$ cat config.mk
export PLATFORM = sky130hd
export DESIGN_NAME = port_blocklist_table_top_flat
export DESIGN_NICKNAME = d
export VERILOG_FILES = /design/src/hw/rtl/pbt_pkg.sv /design/src/hw/rtl/pbt_if.sv /design/src/hw/rtl/pbt_cell.sv /design/src/hw/rtl/port_blocklist_table_top.sv /design/src/flat_wrapper.sv
export VERILOG_INCLUDE_DIRS = /design/src /design/src/hw/rtl
export SDC_FILE = /design/constraint.sdc
export NUM_CORES = 2
export LEC_CHECK = 0
export CAP_MARGIN = 20
export CORE_MARGIN = 2
export CORE_UTILIZATION = 64
export CTS_CLUSTER_DIAMETER = 150
export DETAILED_ROUTE_END_ITERATION = 6
export DONT_BUFFER_PORTS = 1
export PLACE_DENSITY = 0.77
export SYNTH_ARGS = -nofsm -noshare
export SYNTH_HDL_FRONTEND = slang
export SYNTH_SLANG_ARGS = --single-unit
$ cat constraint.sdc
create_clock -name clk -period 6.3 [get_ports clk]
set_clock_uncertainty 0.15 [all_clocks]
set_input_delay 0.315 -clock clk [delete_from_list [all_inputs] [get_ports clk]]
set_output_delay 0.315 -clock clk [all_outputs]
set_load 0.01 [all_outputs]
$ cat src/hw/rtl/assert_macros.svh
// assertion macros shared by the port filter table rtl
// no dependencies; clock clk and active-low reset rst_n are taken from the including module
`ifndef ASSERT_MACROS_SVH
`define ASSERT_MACROS_SVH

// clocked property, checking suspended while reset is asserted
`define PBT_ASSERT(lbl, prop, msg) \
    lbl: assert property (@(posedge clk) disable iff (!rst_n) (prop)) else $error(msg);

// condition that must never be true at a clock edge
`define PBT_NEVER(lbl, cond, msg) \
    lbl: assert property (@(posedge clk) disable iff (!rst_n) !(cond)) else $error(msg);

`endif

$ cat src/hw/rtl/pbt_pkg.sv
// types and constants for the port filter table
// used by the channel interfaces, the table cells and the top level
package pbt_pkg;

    localparam int ENTRIES_DEF = 32;
    localparam int PORT_W      = 16;
    localparam int ACT_W       = 2;
    localparam int POS_W       = 6;
    localparam int STAT_W      = 2;
    localparam int CNT_W       = 6;

    // request codes
    typedef enum logic [ACT_W-1:0] {
        ACT_LOOKUP = 2'd0,
        ACT_ADD    = 2'd1,
        ACT_REMOVE = 2'd2,
        ACT_RSVD   = 2'd3
    } action_t;

    // result codes
    typedef enum logic [STAT_W-1:0] {
        ST_OK     = 2'd0,
        ST_FULL   = 2'd1,
        ST_DUP    = 2'd2,
        ST_BADPOS = 2'd3
    } status_t;

    // sequencer states
    typedef enum logic [1:0] {
        S_IDLE,
        S_MATCH,
        S_COMMIT
    } state_t;

    // operation broadcast to every cell
    typedef enum logic [1:0] {
        OP_HOLD,
        OP_CMP,
        OP_APPEND,
        OP_SHIFT
    } cell_op_t;

    typedef struct packed {
        cell_op_t          op;
        logic              proto;
        logic [PORT_W-1:0] port;
    } cell_ctrl_t;

endpackage

$ cat src/hw/rtl/pbt_if.sv
// valid/ready channel interfaces for request and result beats
// depends on pbt_pkg for field widths
interface pbt_in_if import pbt_pkg::*; ();
    logic              valid;
    logic              ready;
    logic [ACT_W-1:0]  action;
    logic              protocol;
    logic [PORT_W-1:0] port;
    logic [POS_W-1:0]  position;

    modport source (output valid, action, protocol, port, position, input ready);
    modport sink   (input valid, action, protocol, port, position, output ready);
endinterface

interface pbt_out_if import pbt_pkg::*; ();
    logic              valid;
    logic              ready;
    logic [STAT_W-1:0] status;
    logic              hit;
    logic [CNT_W-1:0]  entry_count;

    modport source (output valid, status, hit, entry_count, input ready);
    modport sink   (input valid, status, hit, entry_count, output ready);
endinterface

$ cat src/hw/rtl/pbt_cell.sv
// one table slot: holds the tcp and udp port at this index and compares it
// depends on pbt_pkg; takes the next slot's entries for the remove shift
module pbt_cell import pbt_pkg::*; #(
    parameter int IDX = 0,
    parameter int CW  = 6
) (
    input  logic              clk,
    input  cell_ctrl_t        ctrl,
    input  logic [CW-1:0]     used,
    input  logic [CW-1:0]     first,
    input  logic [PORT_W-1:0] nbr_tcp,
    input  logic [PORT_W-1:0] nbr_udp,
    output logic [PORT_W-1:0] tcp,
    output logic [PORT_W-1:0] udp,
    output logic              match
);

    localparam logic [CW:0] IDX_X  = (CW+1)'(IDX);
    localparam logic [CW:0] IDX_X1 = (CW+1)'(IDX + 1);

    logic [PORT_W-1:0] tcp_reg, tcp_next;
    logic [PORT_W-1:0] udp_reg, udp_next;
    logic              match_reg, match_next;
    logic [PORT_W-1:0] own_sel;
    logic [PORT_W-1:0] nbr_sel;
    logic [PORT_W-1:0] new_val;
    logic [CW:0]       used_x;
    logic [CW:0]       first_x;
    logic              live;
    logic              wr;

    assign used_x  = {1'b0, used};
    assign first_x = {1'b0, first};
    assign own_sel = ctrl.proto ? udp_reg : tcp_reg;
    assign nbr_sel = ctrl.proto ? nbr_udp : nbr_tcp;
    assign live    = IDX_X < used_x;

    // slot update for append and shift
    always_comb
    begin
        wr      = 1'b0;
        new_val = ctrl.port;
        case (ctrl.op)
            OP_APPEND:
            begin
                wr      = (IDX_X == used_x);
                new_val = ctrl.port;
            end
            OP_SHIFT:
            begin
                wr      = (IDX_X >= first_x) && (IDX_X1 < used_x);
                new_val = nbr_sel;
            end
            default:
            begin
                wr      = 1'b0;
                new_val = ctrl.port;
            end
        endcase
        tcp_next = (wr && !ctrl.proto) ? new_val : tcp_reg;
        udp_next = (wr &&  ctrl.proto) ? new_val : udp_reg;
    end

    // compare against the live entry of the selected table
    always_comb
    begin
        match_next = match_reg;
        if (ctrl.op == OP_CMP)
        begin
            match_next = live && (own_sel == ctrl.port);
        end
    end

    always_ff @(posedge clk)
    begin
        tcp_reg   <= tcp_next;
        udp_reg   <= udp_next;
        match_reg <= match_next;
    end

    assign tcp   = tcp_reg;
    assign udp   = udp_reg;
    assign match = match_reg;

endmodule

$ cat src/hw/rtl/port_blocklist_table_top.sv
// top level of the port filter table: sequencer, entry counts and a row of slot cells
// depends on pbt_pkg, pbt_if.sv, pbt_cell and assert_macros.svh
//
// usage
//   in_ch carries one request beat: action (lookup, add, remove), protocol
//   (tcp or udp table), port, and a 1-based position for remove.
//   out_ch returns exactly one result beat per request: status, hit and
//   the entry count of the selected table after the request.
//   a request passes the idle state, where it is accepted, a match state in
//   which every cell compares its entry with the port in parallel, and a
//   commit state that reduces the match bits, decides the status and updates
//   the cells. the result shows on out_ch on the cycle after commit; a new
//   request is taken only once the previous one has committed.
//   the next request is accepted while a result still waits on out_ch; a
//   commit waits only while the output register is still full, so a stalled
//   receiver holds back at most the request behind the waiting result.
//   reset clears both entry counts, the result valid and the sequencer; the
//   table entries are not cleared and are never read above the count.
`include "assert_macros.svh"

module port_blocklist_table_top import pbt_pkg::*; #(
    parameter int ENTRIES = ENTRIES_DEF
) (
    input  logic clk,
    input  logic rst_n,
    pbt_in_if.sink    in_ch,
    pbt_out_if.source out_ch
);

    localparam int CW = $clog2(ENTRIES + 1);
    localparam int PW = (CW > POS_W) ? CW : POS_W;
    localparam int EW = (CW > CNT_W) ? CW : CNT_W;

    state_t state_reg, state_next;

    // captured request
    logic [ACT_W-1:0]  act_reg;
    logic              proto_reg;
    logic [PORT_W-1:0] port_reg;
    logic [POS_W-1:0]  pos_reg;

    logic [CW-1:0] tcp_used_reg, tcp_used_next;
    logic [CW-1:0] udp_used_reg, udp_used_next;

    logic              out_valid_reg, out_valid_next;
    logic [STAT_W-1:0] status_reg;
    logic              hit_reg;
    logic [CNT_W-1:0]  count_reg;

    logic [PORT_W-1:0] cell_tcp [ENTRIES];
    logic [PORT_W-1:0] cell_udp [ENTRIES];
    logic [ENTRIES-1:0] match_vec;

    cell_ctrl_t ctrl;
    cell_op_t   upd_op;
    action_t    act;
    status_t    status;
    logic       hit;
    logic       found;
    logic       full;
    logic       badpos;
    logic       in_acc;
    logic       out_free;
    logic       commit;
    logic [CW-1:0] used_sel;
    logic [CW-1:0] used_new;
    logic [CW-1:0] rm_first;
    logic [PW-1:0] pos_x;
    logic [PW-1:0] used_x;
    logic [EW-1:0] cnt_x;

    assign act      = action_t'(act_reg);
    assign in_acc   = in_ch.valid && in_ch.ready;
    assign out_free = !out_valid_reg || out_ch.ready;
    assign commit   = (state_reg == S_COMMIT) && out_free;
    assign used_sel = proto_reg ? udp_used_reg : tcp_used_reg;
    assign found    = |match_vec;
    assign full     = (used_sel == CW'(ENTRIES));
    assign pos_x    = PW'(pos_reg);
    assign used_x   = PW'(used_sel);
    assign badpos   = (used_sel == '0) || (pos_reg == '0) || (pos_x > used_x);
    assign rm_first = CW'(pos_x - PW'(1));

    // next state
    always_comb
    begin
        state_next = state_reg;
        case (state_reg)
            S_IDLE:
            begin
                if (in_acc)
                begin
                    state_next = S_MATCH;
                end
            end
            S_MATCH:
            begin
                state_next = S_COMMIT;
            end
            S_COMMIT:
            begin
                if (out_free)
                begin
                    state_next = S_IDLE;
                end
            end
            default:
            begin
                state_next = S_IDLE;
            end
        endcase
    end

    // decision on the reduced match result
    always_comb
    begin
        status   = ST_OK;
        hit      = 1'b0;
        upd_op   = OP_HOLD;
        used_new = used_sel;
        case (act)
            ACT_LOOKUP:
            begin
                hit = found;
            end
            ACT_ADD:
            begin
                if (full)
                begin
                    status = ST_FULL;
                end
                else if (found)
                begin
                    status = ST_DUP;
                end
                else
                begin
                    upd_op   = OP_APPEND;
                    used_new = used_sel + CW'(1);
                end
            end
            ACT_REMOVE:
            begin
                if (badpos)
                begin
                    status = ST_BADPOS;
                end
                else
                begin
                    upd_op   = OP_SHIFT;
                    used_new = used_sel - CW'(1);
                end
            end
            default:
            begin
                status = ST_OK;
            end
        endcase
    end

    // outputs of the sequencer
    always_comb
    begin
        in_ch.ready = 1'b0;
        ctrl.op     = OP_HOLD;
        ctrl.proto  = proto_reg;
        ctrl.port   = port_reg;
        case (state_reg)
            S_IDLE:
            begin
                in_ch.ready = 1'b1;
            end
            S_MATCH:
            begin
                ctrl.op = OP_CMP;
            end
            S_COMMIT:
            begin
                ctrl.op = commit ? upd_op : OP_HOLD;
            end
            default:
            begin
                in_ch.ready = 1'b0;
            end
        endcase
    end

    // count and output register next values
    always_comb
    begin
        tcp_used_next  = tcp_used_reg;
        udp_used_next  = udp_used_reg;
        out_valid_next = out_valid_reg;
        if (commit)
        begin
            out_valid_next = 1'b1;
            if (proto_reg)
            begin
                udp_used_next = used_new;
            end
            else
            begin
                tcp_used_next = used_new;
            end
        end
        else if (out_ch.ready)
        begin
            out_valid_next = 1'b0;
        end
    end

    assign cnt_x = EW'(used_new);

    // control registers
    always_ff @(posedge clk or negedge rst_n)
    begin
        if (!rst_n)
        begin
            state_reg     <= S_IDLE;
            tcp_used_reg  <= '0;
            udp_used_reg  <= '0;
            out_valid_reg <= 1'b0;
        end
        else
        begin
            state_reg     <= state_next;
            tcp_used_reg  <= tcp_used_next;
            udp_used_reg  <= udp_used_next;
            out_valid_reg <= out_valid_next;
        end
    end

    // request and result payload
    always_ff @(posedge clk)
    begin
        if (in_acc)
        begin
            act_reg   <= in_ch.action;
            proto_reg <= in_ch.protocol;
            port_reg  <= in_ch.port;
            pos_reg   <= in_ch.position;
        end
        if (commit)
        begin
            status_reg <= status;
            hit_reg    <= hit;
            count_reg  <= cnt_x[CNT_W-1:0];
        end
    end

    assign out_ch.valid       = out_valid_reg;
    assign out_ch.status      = status_reg;
    assign out_ch.hit         = hit_reg;
    assign out_ch.entry_count = count_reg;

    // row of slot cells, each fed by its upper neighbor; the last one by itself
    for (genvar g = 0; g < ENTRIES; g++)
    begin : g_cell
        logic [PORT_W-1:0] nbr_tcp;
        logic [PORT_W-1:0] nbr_udp;
        if (g == ENTRIES - 1)
        begin : g_last
            assign nbr_tcp = cell_tcp[g];
            assign nbr_udp = cell_udp[g];
        end
        else
        begin : g_mid
            assign nbr_tcp = cell_tcp[g+1];
            assign nbr_udp = cell_udp[g+1];
        end

        pbt_cell #(
            .IDX (g),
            .CW  (CW)
        ) u_cell (
            .clk     (clk),
            .ctrl    (ctrl),
            .used    (used_sel),
            .first   (rm_first),
            .nbr_tcp (nbr_tcp),
            .nbr_udp (nbr_udp),
            .tcp     (cell_tcp[g]),
            .udp     (cell_udp[g]),
            .match   (match_vec[g])
        );
    end

    // checks
    `PBT_NEVER(a_cnt_range, (tcp_used_reg > CW'(ENTRIES)) || (udp_used_reg > CW'(ENTRIES)), "entry count above table size")
    `PBT_ASSERT(a_acc_match, in_acc |=> (state_reg == S_MATCH), "accepted beat did not start compare")
    `PBT_ASSERT(a_cnt_stable, !commit |=> ($stable(tcp_used_reg) && $stable(udp_used_reg)), "count changed outside commit")
    `PBT_ASSERT(a_add_inc, (commit && (upd_op == OP_APPEND) && !proto_reg) |=> (tcp_used_reg == $past(tcp_used_reg) + CW'(1)), "tcp add did not grow the table")

endmodule

$ cat src/flat_wrapper.sv
// flat-port wrapper written by rule: the top's interface ports become plain ports
module port_blocklist_table_top_flat import pbt_pkg::*;
#(
    parameter int ENTRIES = ENTRIES_DEF
)
  (clk, rst_n, in_ch_valid, in_ch_action, in_ch_protocol, in_ch_port, in_ch_position, in_ch_ready, out_ch_valid, out_ch_status, out_ch_hit, out_ch_entry_count, out_ch_ready);
  pbt_in_if in_ch_i ();
  pbt_out_if out_ch_i ();
  input  logic clk;
  input  logic rst_n;
  input wire logic [$bits(in_ch_i.valid)-1:0] in_ch_valid;
  input wire logic [$bits(in_ch_i.action)-1:0] in_ch_action;
  input wire logic [$bits(in_ch_i.protocol)-1:0] in_ch_protocol;
  input wire logic [$bits(in_ch_i.port)-1:0] in_ch_port;
  input wire logic [$bits(in_ch_i.position)-1:0] in_ch_position;
  output wire logic [$bits(in_ch_i.ready)-1:0] in_ch_ready;
  output wire logic [$bits(out_ch_i.valid)-1:0] out_ch_valid;
  output wire logic [$bits(out_ch_i.status)-1:0] out_ch_status;
  output wire logic [$bits(out_ch_i.hit)-1:0] out_ch_hit;
  output wire logic [$bits(out_ch_i.entry_count)-1:0] out_ch_entry_count;
  input wire logic [$bits(out_ch_i.ready)-1:0] out_ch_ready;
  assign in_ch_i.valid = in_ch_valid;
  assign in_ch_i.action = in_ch_action;
  assign in_ch_i.protocol = in_ch_protocol;
  assign in_ch_i.port = in_ch_port;
  assign in_ch_i.position = in_ch_position;
  assign in_ch_ready = in_ch_i.ready;
  assign out_ch_valid = out_ch_i.valid;
  assign out_ch_status = out_ch_i.status;
  assign out_ch_hit = out_ch_i.hit;
  assign out_ch_entry_count = out_ch_i.entry_count;
  assign out_ch_i.ready = out_ch_ready;
  port_blocklist_table_top #(.ENTRIES(ENTRIES)) u_core (.clk(clk), .rst_n(rst_n), .in_ch(in_ch_i), .out_ch(out_ch_i));
endmodule
After elaboration in Yosys (flattened, before gate mapping)
Cells that the tools add are included.
- flip-flop bits (word level): 1105
- bits of input ports: 29
- logic and storage cells: 511
- add/sub/neg operators: 3
- $lt $le $gt $ge: 66
- equal/unequal tests: 73
- multiplexer cells: 116
- bitwise operators: 1
- reductions and logical operators: 145
- operator list (kind ; count):
    $mux 16 ; 63
    $eq 16x16->1 ; 32
    $logic_and 1x1->1 ; 130
    $eq 5x6->1 const A ; 16
    $ge 5x6->1 const A ; 16
    $lt 5x6->1 const A ; 16
    $pmux 1 s2 ; 32
    $eq 4x6->1 const A ; 8
    $ge 4x6->1 const A ; 8
    $lt 4x6->1 const A ; 8
    $reduce_or 32->1 ; 1
    $eq 3x6->1 const A ; 4
    $ge 3x6->1 const A ; 4
    $lt 3x6->1 const A ; 4
    $mux 6 ; 4
    $mux 2 ; 9
    $eq 2x6->1 const A ; 2
    $ge 1x6->1 const A ; 2
    $ge 2x6->1 const A ; 2
    $logic_not 6->1 ; 2
    $lt 1x6->1 const A ; 2
    $lt 2x6->1 const A ; 2
    $pmux 2 s2 ; 3
    $pmux 6 s2 ; 1
    18 further kinds ; 33

Longest topological paths before layout
- word-level depth: 11
- depth in mapped cells: 16
- depth with buffers taken out: 9

By module
Synthesis repeated with hierarchy kept, for this count alone.
- cell total of the unflattened synthesis: 4729
- area total of the unflattened synthesis: 59450.8 um^2
- modules (own cells, without submodules) (module ; instances ; cells an instance ; area each (um^2) ; sequential area each (um^2)):
    pbt_cell at u_core.g_cell[14].u_cell ... ; 3 ; 140 ; 1769.2 ; 991.0
    pbt_cell at u_core.g_cell[0].u_cell ... ; 2 ; 140 ; 1756.7 ; 991.0
    port_blocklist_table_top ; 1 ; 227 ; 2703.8 ; 1396.3
    pbt_cell at u_core.g_cell[20].u_cell ; 1 ; 145 ; 1809.2 ; 991.0
    pbt_cell at u_core.g_cell[9].u_cell ; 1 ; 145 ; 1799.2 ; 991.0
    pbt_cell at u_core.g_cell[22].u_cell ; 1 ; 142 ; 1798.0 ; 991.0
    pbt_cell at u_core.g_cell[18].u_cell ; 1 ; 142 ; 1795.5 ; 991.0
    pbt_cell at u_core.g_cell[12].u_cell ; 1 ; 141 ; 1793.0 ; 991.0
    pbt_cell at u_core.g_cell[13].u_cell ; 1 ; 142 ; 1791.7 ; 991.0
    pbt_cell at u_core.g_cell[26].u_cell ; 1 ; 141 ; 1790.5 ; 991.0
    pbt_cell at u_core.g_cell[25].u_cell ; 1 ; 142 ; 1786.7 ; 991.0
    pbt_cell at u_core.g_cell[23].u_cell ; 1 ; 141 ; 1781.7 ; 991.0
    pbt_cell at u_core.g_cell[2].u_cell ; 1 ; 139 ; 1781.7 ; 991.0
    pbt_cell at u_core.g_cell[11].u_cell ; 1 ; 140 ; 1780.5 ; 991.0
    16 more rows ; -- ; -- ; -- ; --

Worst setup path before layout
No wires, ideal clock.
- path kind: register to register
- start point: reg u_core.proto_reg
- end point: reg u_core.g_cell[4].u_cell.tcp_reg[0] (enable)
- library setup time: 0.416 ns
- arrival time: 4.105 ns
- setup slack: 1.629 ns
- stages on the path, launching flop included: 14
- buffers on the path: 4
- period minus slack after synthesis: 4.671 ns
- path through: edfxtp_1 > buf_4 > buf_2 > nand2b_1 > nand2_1 > inv_1 > ha_1 > clkbuf_1 > o221ai_1 > nand2_2 > nor4_4 > buf_2 > nor2_1 > o32ai_1
- cells in the longest elaborated chain, start to end: 11
- elaborated cells between the ends (all ways): 19
- classes of those cells: order compare (2); eq/ne (4); mux (7); reduce/logical (6)
- ends and longest elaborated chain (item ; line ; text):
    from (decl) ; port_blocklist_table_top.sv:38 ; logic proto_reg;
    from (signal assigned) ; port_blocklist_table_top.sv:239 ; proto_reg <= in_ch.protocol;
    parallel branches: the longest is 10 deep, another holds $gt 6x6->1 ; -- ;
    $logic_and 1x1->1 * ; pbt_cell.sv:60 ; tcp_next = (wr && !ctrl.proto) ? new_val : tcp_reg;
    to (signal assigned) ; pbt_cell.sv:76 ; tcp_reg <= tcp_next;
    to (decl) ; pbt_cell.sv:21 ; logic [PORT_W-1:0] tcp_reg, tcp_next;
Every way passes the cells marked *.
A chain may end at the register's enable or synchronous reset.

Worst setup path in the final report
- start point: reg u_core.proto_reg
- end point: reg u_core.g_cell[6].u_cell.tcp_reg[9] (data pin)
- cells in the longest elaborated chain, start to end: 10
- elaborated cells between the ends (all ways): 14
- classes of those cells: order compare (1); eq/ne (2); mux (8); reduce/logical (3)
- ends and longest elaborated chain (item ; line ; text):
    parallel branches: the longest is 9 deep, another holds $gt 6x6->1 ; -- ;
    $mux 16 * ; pbt_cell.sv:43 ; case (ctrl.op)
    net u_core.g_cell[6].u_cell.new_val[9] ; pbt_cell.sv:26 ; logic [PORT_W-1:0] new_val;
    to (signal assigned) ; pbt_cell.sv:76 ;
    to (decl) ; pbt_cell.sv:21 ;
Mark *: on every way through the listed nets, which the timed path passes.

==> summary.md <==
| Metric | Value |
|---|---|
| NetSw | `6.55 mW` |
| Fraction of layout cells with a size suffix above 1 | `22.2%` |
| Clk buf depth | `3` |
| Ant diodes | `0` |
| TritonCTS clock tree | `yes` |
| YS warnings | `0` |
| Initial antenna violation count | `3` |
| Post-synth top cells | `edfxtp_1 (1090), mux2i_1 (515), a21oi_2 (440)` |
| Largest stage delay, worst path | `0.93 ns` |
| Drt drc | `1` |
| Flop and latch count out of synthesis | `1105` |
| Setup violations, final | `0` |
| Total gr overflow | `0` |
| GP Congestion | `0.985` |
| Max FO, Critical Path | `20` |
| H-Tree Depth | `3` |
| GRT Overall Usage | `34.1%` |
| Critical path class | `reg -> reg` |
| Outcome | `finished, violations left` |
| Seq pwr share | `42.6%` |
| Crit. End Element | `flop` |
| Die width | `290 um` |
| Clk_lat worst skew | `0.70 ns` |
| DIE AREA | `84400 um^2` |
| Period utilization | `83.9%` |
| Yosys cell types | `66` |
| Postcts setup bufs | `0` |
| Highest-delay cell along the critical path | `nor3_4` |
| RSZ-0062 raised after global routing | `no` |
| Failing checks | `DRC` |
| Most numerous cell in the Yosys netlist | `edfxtp_1` |
| Fin crit period | `5.28 ns` |
| Worst Slack Setup Final | `1.02 ns` |
| Power share of the clock group | `31.6%` |
| DR pass1 iterations | `7` |
| Power Internal | `14.1 mW` |
| Vias per cell | `6.62` |
| WL/cell | `30.2 um` |
| Cell area after synthesis | `52500 um^2` |
| F_max | `0.189 GHz` |
| Hold crit path type | `in -> reg` |
| Final setup TNS | `0 ns` |
| Post-synth top area cell | `edfxtp_1` |
| Starting Density | `64.3%` |
| Cell Pwr Density | `356 nW/um^2` |
| Synthesized Nets | `3624` |
| Top cells by area, synth | `edfxtp_1 (62%), mux2i_1 (9.8%), a21oi_2 (7.3%), xnor2_1 (6.8%), xor2_1 (1.8%)` |
| Root buffer cell | `clkbuf_16` |
| Sw Share | `31.8%` |
| Synth Area per Inst | `14.7 um^2` |
| CP cell instances | `mux2_2, inv_1, ha_1, nand4_1, o21bai_1, a31o_2, and3_2, nor3_4, buf_4, a21oi_2` |
| Gate Count Post-Synth | `3575` |
| Worst rel slew slack | `27.4%` |
| Comb power frac | `25.8%` |
| Arr. time, crit path | `5.55 ns` |
| Max-Cap Viols | `0` |
| IO Count | `40` |
| Total power | `20.6 mW` |
| Worst slew pin tran | `1.09 ns` |
| IO Port Bufs | `0` |
| Area fraction of the dominant cell type after synthesis | `62.3%` |
| Number of synthesized flops with an enable pin | `1090` |
| Pre-CTS setup slack | `1.18 ns` |
| Largest net degree at the start of global routing | `139` |
| Routed via count | `31700` |
| Final Max Tran Viols | `0` |
| CTS sink cnt | `1105` |
| Predominant post-synthesis flop cell | `edfxtp_1` |
| Final Hold Fails | `0` |
| Area grow syn2layout | `10.4%` |
| Max VDD drop | `0.292 mV` |
| Register area share after synthesis | `63.0%` |
| Core area | `81700 um^2` |
| HPWL after detailed placement | `95900 um` |
| Setup crit start kind | `flop` |
| First-pass GRT wire length | `210000 um` |
| Lkg Pwr | `19.1 nW` |
| Routed Antenna Nets | `0` |
| Post-synth ARST share | `1.36%` |
| # rows | `105` |
| Clock-pin slew on the worst setup and hold paths | `0.06 ns` |
| Aggregate routed wire length | `145000 um` |
| Layout Nets | `3674` |
| Fin util | `70.9%` |
| Worst EP required | `6.56 ns` |
| DRT iter0 DRCs | `3699` |
| Die Span Y | `290 um` |
| Vias in the first global route | `32000` |
| Clock buffer count from CTS | `108` |
[power by group through the flow]
stage | registers, mW | clock network (mW) | logic, mW
final | 8.78 | 6.52 | 5.32
after global routing | 8.79 | 6.85 | 5.55
after global placement | 8.92 | 0 | 5.02
after detailed placement | 8.93 | 0 | 5.13
after floorplan | 8.83 | 0 | 3.41
after CTS | 8.78 | 6.56 | 5.18
[worst max-delay path, delay by kind of cell (launching register included)]
family | cells | cell delay, ns
compound gates | 3 | 0.56
fa+ha+maj | 1 | 0.44
mux | 1 | 0.62
buf+inv | 2 | 0.86
simple gates | 3 | 1.46
flops | 1 | 0.85
[worst paths after layout]
path | from | end | slack (ns) | depth (start not counted)
setup / recovery | u_core.proto_reg$_DFFE_PP_ | u_core.g_cell[6].u_cell.tcp[9]$_DFFE_PP_ | 1.02 | 10
hold / removal | in_ch_valid | u_core.port_reg[13]$_DFFE_PP_ | 0.02 | 1
setup reg to reg | u_core.proto_reg$_DFFE_PP_ | u_core.g_cell[6].u_cell.tcp[9]$_DFFE_PP_ | 1.02 | 10
hold reg to reg | u_core.udp_used_reg[0]$_DFFE_PN0P_ | u_core.udp_used_reg[0]$_DFFE_PN0P_ | 0.45 | 2
max in group asynchronous | rst_n | u_core.tcp_used_reg[0]$_DFFE_PN0P_ | 4.93 | 2
min in group asynchronous | rst_n | u_core.udp_used_reg[5]$_DFFE_PN0P_ | 0.58 | 2
[placed cells by master, fill, tap and decap left out, types with 20 or more instances in the layout]
cell	count
nor2_1	62
mux2i_1	515
nand2_1	37
o21ai_0	41
a21oi_2	448
dlygate4sd3_1	31
nand3_1	38
xnor2_1	410
clkinv_1	27
ha_1	20
a21oi_1	107
xor2_1	107
nor3_1	48
clkinv_2	21
nor4_1	112
clkbuf_16	113
inv_1	25
nand4_1	63
edfxtp_1	1090
buf_4	161
[cell type report]
cell class	count	area [um^2]
inverter	27	101
multi-input combinational	2178	18000
clock inverter	70	723
sequential	1105	33100
clock buffer	129	2890
tap	1070	1340
fill	5280	23800
timing repair buffer	205	1780
[metal layers]
layer	vias up	global-route usage (%)	share of wire (%)
met5	-	0	0.017
met4	4	14.5	4.4
met3	380	5.63	8.2
met2	1653	55.2	48
met1	16000	46.3	40
li1	13700	-	-
[repair_timing]
action / 4_1_cts / 5_1_grt
resized for setup: 0 / 0
hold buffers: 31 / 0
endpoints found under the hold margin: 43 / 0
[through the flow]
step,hold slack [ns],cell area [um^2],instances
global placement,-0.130,54000,4550
CTS,0.0643,57900,4783
finish,0.0207,57900,4784
detailed placement,-0.130,54000,4553
global route,0.0113,57900,4784
floorplan,-0.131,52500,3575
[kinds of logic (layout without fill, tap and decap cells)]
logic type      count (synthesis)  in the layout  synth area share (%)
flops                        1105           1105                  63.0
compound gates                689            689                  10.2
mux                           520            520                  9.92
xor+xnor                      517            517                  8.62
simple gates                  432            432                  4.69
buf+inv                       292            431                  3.01
fa+ha+maj                      20             20                 0.477
Power figures use the tool's default switching activity.
